## config.mk

```make
export PLATFORM = sky130hd
export DESIGN_NAME = block_cache_lru_table
export DESIGN_NICKNAME = d
export VERILOG_FILES = /design/src/sv/bclru_pkg.sv /design/src/sv/bclru_front.sv /design/src/sv/bclru_back.sv /design/src/sv/block_cache_lru_table.sv
export SDC_FILE = /design/constraint.sdc
export NUM_CORES = 2
export LEC_CHECK = 0
export BUFFER_PORTS_ARGS = -buffer_cell sky130_fd_sc_hd__buf_2
export CORE_MARGIN = 3
export CORE_UTILIZATION = 50
export CTS_BUF_LIST = sky130_fd_sc_hd__clkbuf_16
export DETAILED_ROUTE_END_ITERATION = 8
export HOLD_SLACK_MARGIN = 0.15
export PLACE_DENSITY = 0.66
export RECOVER_POWER = 50
export SLEW_MARGIN = 20
export SYNTH_ARGS = -nofsm -noshare
export SYNTH_HDL_FRONTEND = slang
export SYNTH_SLANG_ARGS = --single-unit
```

## constraint.sdc

```tcl
create_clock -name i_clk -period 8.2 [get_ports i_clk]
set_clock_uncertainty 0.2 [all_clocks]
set_input_delay 0.82 -clock i_clk [delete_from_list [all_inputs] [get_ports i_clk]]
set_output_delay 0.82 -clock i_clk [all_outputs]
set_load 0.03 [all_outputs]
```

## src/sv/bclru_pkg.sv

```systemverilog
// package: widths, function codes, status codes and the request and result structs of the block cache table
`default_nettype none
package bclru_pkg;
    localparam int Entries   = 16;
    localparam int AddrBits  = 48;
    localparam int SlotBits  = $clog2(Entries);
    localparam int CountBits = $clog2(Entries + 1);
    localparam int QDepth    = 2;

    typedef enum logic [2:0] {
        FN_ACCESS = 3'd0, FN_EVICT = 3'd1, FN_PIN = 3'd2, FN_UNPIN = 3'd3,
        FN_DIRTY = 3'd4, FN_WDONE = 3'd5, FN_STAT = 3'd6, FN_NONE = 3'd7
    } t_func;

    typedef enum logic [1:0] {
        ST_DONE = 2'd0, ST_INSERT = 2'd1, ST_NOROOM = 2'd2, ST_NOTFOUND = 2'd3
    } t_status;

    typedef struct packed {
        t_func                 func;
        logic [AddrBits-1:0]   base;
        logic [5:0]            offset;
        logic                  keep;
    } t_req;

    typedef struct packed {
        t_status               status;
        logic [SlotBits-1:0]   slot;
        logic [5:0]            offset;
        logic                  vvalid;
        logic [AddrBits-1:0]   vlba;
        logic [CountBits-1:0]  present;
        logic [CountBits-1:0]  dirty;
    } t_res;
endpackage
`default_nettype wire

```

## src/sv/bclru_front.sv

```systemverilog
// front: takes requests, aligns the address to its block and queues the request
`default_nettype none
module bclru_front import bclru_pkg::*; (
    input  wire logic          i_clk,
    input  wire logic          i_rst_n,
    input  wire logic          i_valid,
    output logic               o_ready,
    input  wire logic [2:0]    i_func,
    input  wire logic [AddrBits-1:0] i_lba,
    input  wire logic          i_keep,
    input  wire logic [2:0]    i_shift,
    output logic               o_q_valid,
    input  wire logic          i_q_take,
    output t_req               o_q_req
);
    t_req r_q [QDepth];
    logic r_rd, r_wr;
    logic [1:0] r_cnt;
    logic [2:0] w_sh;
    logic [AddrBits-1:0] w_low;
    t_req w_req;

    always_comb begin
        w_sh  = (i_shift > 3'd6) ? 3'd6 : i_shift;
        w_low = (AddrBits'(1) << w_sh) - AddrBits'(1);
        w_req.func   = t_func'(i_func);
        w_req.base   = i_lba & ~w_low;
        w_req.offset = 6'(i_lba & w_low);
        w_req.keep   = i_keep;
    end

    assign o_ready   = (r_cnt != 2'(QDepth));
    assign o_q_valid = (r_cnt != 2'd0);
    assign o_q_req   = r_q[r_rd];

    always_ff @(posedge i_clk) begin
        if (i_valid && o_ready) r_q[r_wr] <= w_req;
        if (!i_rst_n) begin
            r_rd <= 1'b0; r_wr <= 1'b0; r_cnt <= 2'd0;
        end else begin
            if (i_valid && o_ready) r_wr <= ~r_wr;
            if (i_q_take) r_rd <= ~r_rd;
            r_cnt <= r_cnt + 2'(i_valid && o_ready) - 2'(i_q_take);
        end
    end

    a_take_nonempty: assert property (@(posedge i_clk) disable iff (!i_rst_n)
        i_q_take |-> o_q_valid) else $error("queue read while empty");
    a_cnt_range: assert property (@(posedge i_clk) disable iff (!i_rst_n)
        r_cnt <= 2'(QDepth)) else $error("queue count overflow");
    a_full_ready: assert property (@(posedge i_clk) disable iff (!i_rst_n)
        (r_cnt == 2'(QDepth)) |-> !o_ready) else $error("ready while full");
endmodule
`default_nettype wire

```

## src/sv/bclru_back.sv

```systemverilog
// back: scans the table one slot a cycle, then updates it and produces the result
`default_nettype none
module bclru_back import bclru_pkg::*; (
    input  wire logic  i_clk,
    input  wire logic  i_rst_n,
    input  wire logic  i_q_valid,
    output logic       o_q_take,
    input  wire t_req  i_q_req,
    output logic       o_res_valid,
    input  wire logic  i_res_ready,
    output t_res       o_res
);
    typedef enum logic [2:0] {
        S_IDLE = 3'b001, S_SCAN = 3'b010, S_DONE = 3'b100
    } t_state;

    t_state r_state;
    t_req r_req;
    logic [SlotBits:0] r_idx;
    logic [Entries-1:0] r_valid;
    logic [AddrBits-1:0] r_tag [Entries];
    logic [31:0] r_stamp [Entries];
    logic [Entries-1:0] r_res_flag, r_dirty;
    logic [7:0] r_pin [Entries];
    logic [31:0] r_tick;

    logic r_hit, r_free, r_vic;
    logic [SlotBits-1:0] r_hit_s, r_free_s, r_vic_s;
    logic [31:0] r_vic_stamp;
    logic [CountBits-1:0] r_pres, r_drt;
    logic r_out_v;
    t_res r_out;
    t_res n_out;

    logic [SlotBits-1:0] w_i;
    logic w_elig;

    assign w_i = r_idx[SlotBits-1:0];
    assign w_elig = r_valid[w_i] && !r_res_flag[w_i] && (r_pin[w_i] == 8'd0);
    assign o_q_take = (r_state == S_IDLE) && i_q_valid && !r_out_v;
    assign o_res_valid = r_out_v;
    assign o_res = r_out;

    // result word built from the scan outcome
    always_comb begin
        n_out = '0;
        n_out.status = ST_DONE;
        case (r_req.func)
            FN_ACCESS: begin
                n_out.offset = r_req.offset;
                if (r_hit) begin
                    n_out.slot = r_hit_s;
                end else if (r_free) begin
                    n_out.slot = r_free_s;
                    n_out.status = ST_INSERT;
                end else if (r_vic) begin
                    n_out.slot = r_vic_s;
                    n_out.vvalid = 1'b1;
                    n_out.vlba = r_tag[r_vic_s];
                    n_out.status = ST_INSERT;
                end else begin
                    n_out.status = ST_NOROOM;
                end
            end
            FN_EVICT: begin
                if (r_vic) begin
                    n_out.slot = r_vic_s; n_out.vvalid = 1'b1;
                    n_out.vlba = r_tag[r_vic_s];
                end else begin
                    n_out.status = ST_NOTFOUND;
                end
            end
            FN_PIN, FN_UNPIN, FN_DIRTY, FN_WDONE: begin
                n_out.offset = r_req.offset;
                if (!r_hit) n_out.status = ST_NOTFOUND;
                else n_out.slot = r_hit_s;
            end
            FN_STAT: begin
                n_out.present = r_pres; n_out.dirty = r_drt;
            end
            default: n_out.status = ST_NOTFOUND;
        endcase
    end

    always_ff @(posedge i_clk) begin
        if (!i_rst_n) begin
            r_state <= S_IDLE; r_valid <= '0; r_tick <= '0; r_out_v <= 1'b0;
            r_idx <= '0;
        end else begin
            if (r_out_v && i_res_ready) r_out_v <= 1'b0;
            case (r_state)
                S_IDLE: begin
                    if (o_q_take) begin
                        r_req <= i_q_req; r_idx <= '0;
                        r_hit <= 1'b0; r_free <= 1'b0; r_vic <= 1'b0;
                        r_hit_s <= '0; r_free_s <= '0; r_vic_s <= '0;
                        r_vic_stamp <= '0; r_pres <= '0; r_drt <= '0;
                        r_state <= S_SCAN;
                    end
                end
                S_SCAN: begin
                    // one slot per cycle through the shared compare
                    if (r_valid[w_i] && r_tag[w_i] == r_req.base && !r_hit) begin
                        r_hit <= 1'b1; r_hit_s <= w_i;
                    end
                    if (!r_valid[w_i] && !r_free) begin
                        r_free <= 1'b1; r_free_s <= w_i;
                    end
                    if (w_elig && (!r_vic || r_stamp[w_i] < r_vic_stamp)) begin
                        r_vic <= 1'b1; r_vic_s <= w_i; r_vic_stamp <= r_stamp[w_i];
                    end
                    if (r_valid[w_i]) begin
                        r_pres <= r_pres + CountBits'(1);
                        if (r_dirty[w_i]) r_drt <= r_drt + CountBits'(1);
                    end
                    r_idx <= r_idx + (SlotBits+1)'(1);
                    if (r_idx == (SlotBits+1)'(Entries - 1)) r_state <= S_DONE;
                end
                S_DONE: begin
                    r_out <= n_out;
                    case (r_req.func)
                        FN_ACCESS: begin
                            if (r_hit) begin
                                r_stamp[r_hit_s] <= r_tick; r_tick <= r_tick + 32'd1;
                            end else if (r_free || r_vic) begin
                                if (r_free) begin
                                    r_valid[r_free_s] <= 1'b1;
                                    r_tag[r_free_s] <= r_req.base;
                                    r_stamp[r_free_s] <= r_tick;
                                    r_res_flag[r_free_s] <= r_req.keep;
                                    r_dirty[r_free_s] <= 1'b0;
                                    r_pin[r_free_s] <= 8'd0;
                                end else begin
                                    r_tag[r_vic_s] <= r_req.base;
                                    r_stamp[r_vic_s] <= r_tick;
                                    r_res_flag[r_vic_s] <= r_req.keep;
                                    r_dirty[r_vic_s] <= 1'b0;
                                    r_pin[r_vic_s] <= 8'd0;
                                end
                                r_tick <= r_tick + 32'd1;
                            end
                        end
                        FN_EVICT: begin
                            if (r_vic) r_valid[r_vic_s] <= 1'b0;
                        end
                        FN_PIN, FN_UNPIN, FN_DIRTY, FN_WDONE: begin
                            if (r_hit) begin
                                if (r_req.func == FN_PIN || r_req.func == FN_DIRTY) begin
                                    if (r_pin[r_hit_s] != 8'hff)
                                        r_pin[r_hit_s] <= r_pin[r_hit_s] + 8'd1;
                                    if (r_req.func == FN_DIRTY) r_dirty[r_hit_s] <= 1'b1;
                                end else begin
                                    if (r_pin[r_hit_s] != 8'd0)
                                        r_pin[r_hit_s] <= r_pin[r_hit_s] - 8'd1;
                                    if (r_req.func == FN_WDONE) r_dirty[r_hit_s] <= 1'b0;
                                end
                            end
                        end
                        default: ;
                    endcase
                    r_out_v <= 1'b1;
                    r_state <= S_IDLE;
                end
                default: r_state <= S_IDLE;
            endcase
        end
    end

    a_done_makes_result: assert property (@(posedge i_clk) disable iff (!i_rst_n)
        (r_state == S_DONE) |=> r_out_v) else $error("no result after scan");
    a_take_idle: assert property (@(posedge i_clk) disable iff (!i_rst_n)
        o_q_take |=> (r_state == S_SCAN)) else $error("take did not start scan");
    a_hit_valid: assert property (@(posedge i_clk) disable iff (!i_rst_n)
        (r_state == S_DONE && r_hit) |-> r_valid[r_hit_s]) else $error("hit on empty slot");
endmodule
`default_nettype wire

```

## src/sv/block_cache_lru_table.sv

```systemverilog
// block cache tag table with LRU replacement
// Requests enter on the s_axis channel (tdata: lba then keep_resident, tuser: func).
// Results leave on m_axis (tdata: status, slot, sector_offset, victim_valid,
// victim_lba, present_count, dirty_count from the lowest bit up).
// block_shift is to be written on the cfg channel while the block is idle; the
// block itself does not enforce this. A front stage aligns the address and
// queues up to two words; the back part scans all 16 slots with one compare
// unit, one slot a cycle, then updates the table and builds the result word. A
// new request is taken from the queue only after the previous result word has
// been taken by the receiver.
// The result stays in its output register until taken; while the receiver
// stalls, the front still accepts words until its queue is full.
// Reset empties the table, zeroes the use tick and sets block_shift to 3.
`default_nettype none
module block_cache_lru_table import bclru_pkg::*; (
    input  wire logic        i_clk,
    input  wire logic        i_rst_n,
    input  wire logic        s_axis_tvalid,
    output logic             s_axis_tready,
    input  wire logic [55:0] s_axis_tdata,   // lba[47:0], keep_resident[48]
    input  wire logic [2:0]  s_axis_tuser,   // func
    output logic             m_axis_tvalid,
    input  wire logic        m_axis_tready,
    output logic [71:0]      m_axis_tdata,   // status, slot, offset, vvalid, vlba, present, dirty
    input  wire logic        i_cfg_valid,
    output logic             o_cfg_ready,
    input  wire logic [2:0]  i_cfg_data
);
    logic [2:0] r_shift;
    logic w_qv, w_take;
    t_req w_qreq;
    t_res w_res;

    assign o_cfg_ready = 1'b1;
    always_ff @(posedge i_clk) begin
        if (!i_rst_n) r_shift <= 3'd3;
        else if (i_cfg_valid) r_shift <= i_cfg_data;
    end

    bclru_front u_front (
        .i_clk(i_clk), .i_rst_n(i_rst_n),
        .i_valid(s_axis_tvalid), .o_ready(s_axis_tready),
        .i_func(s_axis_tuser), .i_lba(s_axis_tdata[AddrBits-1:0]),
        .i_keep(s_axis_tdata[48]), .i_shift(r_shift),
        .o_q_valid(w_qv), .i_q_take(w_take), .o_q_req(w_qreq)
    );

    bclru_back u_back (
        .i_clk(i_clk), .i_rst_n(i_rst_n),
        .i_q_valid(w_qv), .o_q_take(w_take), .i_q_req(w_qreq),
        .o_res_valid(m_axis_tvalid), .i_res_ready(m_axis_tready), .o_res(w_res)
    );

    assign m_axis_tdata = {1'b0, w_res.dirty, w_res.present, w_res.vlba, w_res.vvalid,
                           w_res.offset, w_res.slot, w_res.status};
endmodule
`default_nettype wire
```

==> run_results.csv <==
group,metric,value,unit
timing,min_period_over_period,85.66,%
synth,synth_top_flop_cell,"edfxtp_1",
floorplanning,dieArea,0.1622,mm^2
cells_and_area,regArea,0.05386,mm^2
synth,synthDistinctLibCells,89,
setup_path,worst_ep_arrival_time,7250,ps
cells_and_area,area_growth,12.07,%
detailed_routing,drc_errors,0,
cells_and_area,final_common_cell,"edfxtp_1",
placement,dpl.hpwl,116.1,mm
detailed_routing,routed_wl,199.1,mm
worst_hold_path,hold_class,"input port to flop",
floorplanning,die_h,402.7,um
grt,grt_first_pass_wirelength,292.0,mm
worst_hold_path,hold_start,"s_axis_tdata[23]",
synth,ys_seq_elements,1818,
detailed_routing,drt_iter0_markers,5280,
clocking,cts_post_setup_buffers_inserted,0,
cells_and_area,multiInputGateArea,0.02356,mm^2
cells_and_area,drive_gt1_share,24.44,%
detailed_routing,dr.pass1.iters,7,
setup_path,crit_family,"simple AND/OR/NAND/NOR gates",
placement,portBuffers,132,
setup_path,reg2regPathDepth,10,
placement,place_congestion,0.8778,
clocking,clockRootBuffer,"clkbuf_16",
setup_path,cp_max_fo,30,
floorplanning,core,0.1551,mm^2
power_and_ir_drop,switching_share,25.69,%
clocking,cts_tree,"built",
timing,tightest_slew,2938,ps
cells_and_area,final_cell_mix,"edfxtp_1 (1742), mux4_2 (560), clkbuf_16 (186)",
setup_path,critPathRequiredTime,8420,ps
floorplanning,ioPinCount,142,
setup_path,cpMostUsedCell,"or3_1",
power_and_ir_drop,p_int,16.69,mW
clocking,clock_tree.buffer_depth,3,
setup_path,max_stage_delay,1420,ps
run_status,status,"complete, but fails checks",
floorplanning,fp.dieW,402.7,um
setup_path,start_kind,"flop",
timing,setup_viol,0,
clocking,cts_buffers,185,
setup_path,r2r-end,"u_back.r_tag[5][38]$_DFFE_PP_",
detailed_routing,wire_per_inst,30.06,um
grt,overflow,0,
synth,synth_edf_count,1742,
synth,synth_area_per_cell,18.66,um^2
timing,rsz0062_at_grt,"no",
run_status,violations,"max-capacitance violations, max-slew violations",
synth,yosys.area.top_type,"edfxtp_1",
setup_path,r2r_slack,1180,ps
power_and_ir_drop,ir_drop,0.0002689,V
synth,synth-seq-area-share,68.42,%
detailed_routing,vias,42360,
timing,maxSlewHeadroom,-95.88,%
setup_path,r2r_start,"u_back.r_state[2]$_SDFFE_PN0P_",
setup_path,cp_num_buf_inv,3,
worst_hold_path,whs_endpoint,"u_front.r_q[1][30]$_DFFE_PP_",
timing,hold_viol_final,0,
setup_path,crit_type,"flop to flop",
job,maxCapViolCount,10,
floorplanning,rows,144,
timing,setup-tns-final,0,ps
timing,finalCriticalPeriod,7024,ps
floorplanning,initial_utilization,50.72,%
synth,syn_area,0.07868,mm^2
clocking,worstSkewPairLatency,830,ps
setup_path,crit_path_end_kind,"flop",
power_and_ir_drop,p_sw,5.773,mW
clocking,post_cts_resized,0,
worst_hold_path,hold_depth,2,
grt,track_usage,24.57,%
power_and_ir_drop,combPwrFrac,13.1,%
synth,synth_top_area_share,66.49,%
power_and_ir_drop,clkPwrFrac,36.7,%
power_and_ir_drop,p_seq_share,50.2,%
setup_path,crit_path_top_delay_cell,"clkinvlp_2",
synth,yosysWarningCount,0,
timing,hold_ws,277.6,ps
synth,yosys-top-cells-area,"edfxtp_1 (66%), mux4_2 (16%), dfxtp_1 (1.9%), mux2_2 (1.9%), mux2i_1 (1.7%)",
setup_path,worstPathCellList,"nor3b_1, nand2_1, clkinvlp_2, nand3_1, or3_1, mux2i_1, inv_1, or3_1, nor2_4, buf_4",
grt,grt_max_degree,133,
power_and_ir_drop,p_leak,28.63,nW
detailed_routing,vias_per_cell,6.394,
cells_and_area,finalNetCount,4540,
clocking,cts-htree-levels,4,
power_and_ir_drop,powerDensity,254.8,mW/mm^2
clocking,cts.sinks,1818,
synth,netlist_instances,4216,
clocking,path_clk_slew,60,ps
timing,fmax,142.4,MHz
cells_and_area,nFillCells,11560,
synth,async_flop_share,0,%
detailed_routing,ant_nets,0,
grt,grt_pass1_vias,42860,
grt,antenna_found_initial,4,
timing,final_max_slew_viol_count,366,
[sequential cells by signal (all words and copies together) (netlist names), 4 cells and up, named ones only]
name and flops:
u_back.r_idx 5, u_back.r_valid 16, u_back.r_res_flag 16, u_back.r_hit_s 4
u_back.r_drt 5, u_back.r_vic_stamp 32, u_front.r_q 116, u_back.r_vic_s 4
u_back.r_pres 5, u_back.r_free_s 4, u_back.r_tag 768, u_back.r_req 58
u_back.r_pin 128, u_back.o_res 71, u_back.r_tick 32, u_back.r_stamp 512
[layout make-up]
type | instances | area share (%)
multi-input cells | 2058 | 26.72
diodes | 2 | 0.005676
repair buffers | 300 | 2.248
clock buffers | 186 | 5.279
flip-flops and latches | 1818 | 61.09
well taps | 2044 | 2.900
inverters | 66 | 0.2852
clock inverters | 150 | 1.473
[metal layers]
metal	vias to the layer above	global-route usage [%]	share of wire (%)	wire, um
li1	17760	-	-	-
met1	22280	35.87	41	82210
met2	2020	39.08	48	95990
met3	302	4.026	8.3	16560
met4	0	6.250	2.2	4375
met5	-	0	0	0
[synthesized netlist by cell type, types with 28 or more instances]
library cell  instances
a22oi_1              29
nand2_1             108
nand3_1              54
and2_1              165
dfxtp_1              76
xor2_1               32
buf_2                28
nor3_1               45
xnor2_1              51
mux4_2              560
ha_1                 44
buf_1                43
nor2_1              134
a21oi_1              57
inv_1                62
nor4_1               34
mux2_2              131
edfxtp_1           1742
o21ai_0              79
o22ai_1              45
nor2b_1              50
mux2i_1             137
clkbuf_1            163
[how the worst max path moves through the flow]
stage,cells after the start,from,to
2_1_floorplan,10,i_rst_n,u_back.r_pin[5][0]$_DFFE_PP_
3_3_place_gp,13,flop,u_back.r_vic_stamp[10]$_SDFFCE_PN0P_
3_5_place_dp,13,flop,u_back.r_vic_stamp[2]$_SDFFCE_PN0P_
4_1_cts,13,flop,u_back.r_vic_stamp[26]$_SDFFCE_PN0P_
5_1_grt,10,u_back.r_state[2]$_SDFFE_PN0P_,u_back.r_tag[5][38]$_DFFE_PP_
6_report,10,u_back.r_state[2]$_SDFFE_PN0P_,u_back.r_tag[5][38]$_DFFE_PP_
[per-stage QoR]
| step | setup slack (ps) | instances | util (%) | total power, mW | area [um^2] |
|---|---|---|---|---|---|
| 6_report | 1176 | 6624 | 56.84 | 22.47 | 88170 |
| 5_1_grt | 812.4 | 6622 | 56.84 | 23.22 | 88170 |
| 4_1_cts | 1883 | 6621 | 56.96 | 22.64 | 88360 |
| 3_5_place_dp | 1876 | 6229 | 52.76 | 14.42 | 81840 |
| 3_3_place_gp | 1969 | 6227 | 52.73 | 14.38 | 81790 |
| 2_1_floorplan | 952.4 | 4218 | - | 13.34 | 78690 |
[cells by family (layout without fill, tap and decap cells)]
| logic type | after synthesis | count (layout) | share of synthesized area, % |
|---|---|---|---|
| AND/OR/NAND/NOR | 701 | 701 | 4.758 |
| flip-flops | 1818 | 1818 | 68.42 |
| adder cells (fa/ha/maj) | 44 | 44 | 0.6997 |
| AO/OA/AOI/OAI | 393 | 393 | 3.406 |
| XOR/XNOR | 83 | 83 | 0.9240 |
| other | 2 | 6 | 0.009545 |
| buffers and inverters | 342 | 702 | 1.967 |
| multiplexers | 833 | 833 | 19.81 |
[repair_timing]
action	4_1_cts	5_1_grt
hold endpoints to repair	108	0
setup endpoints to repair	0	0
hold buffers	56	0
[power by group through the flow]
stage | Sequential, mW | Combinational, mW | Clock [mW]
after floorplan | 11.1 | 2.25 | 0
after global placement | 11.5 | 2.93 | 0
after detailed placement | 11.5 | 2.95 | 0
after CTS | 11.3 | 2.99 | 8.37
after global routing | 11.3 | 3.14 | 8.74
final | 11.3 | 2.95 | 8.24
No activity file was read; power rests on OpenSTA's default activity.
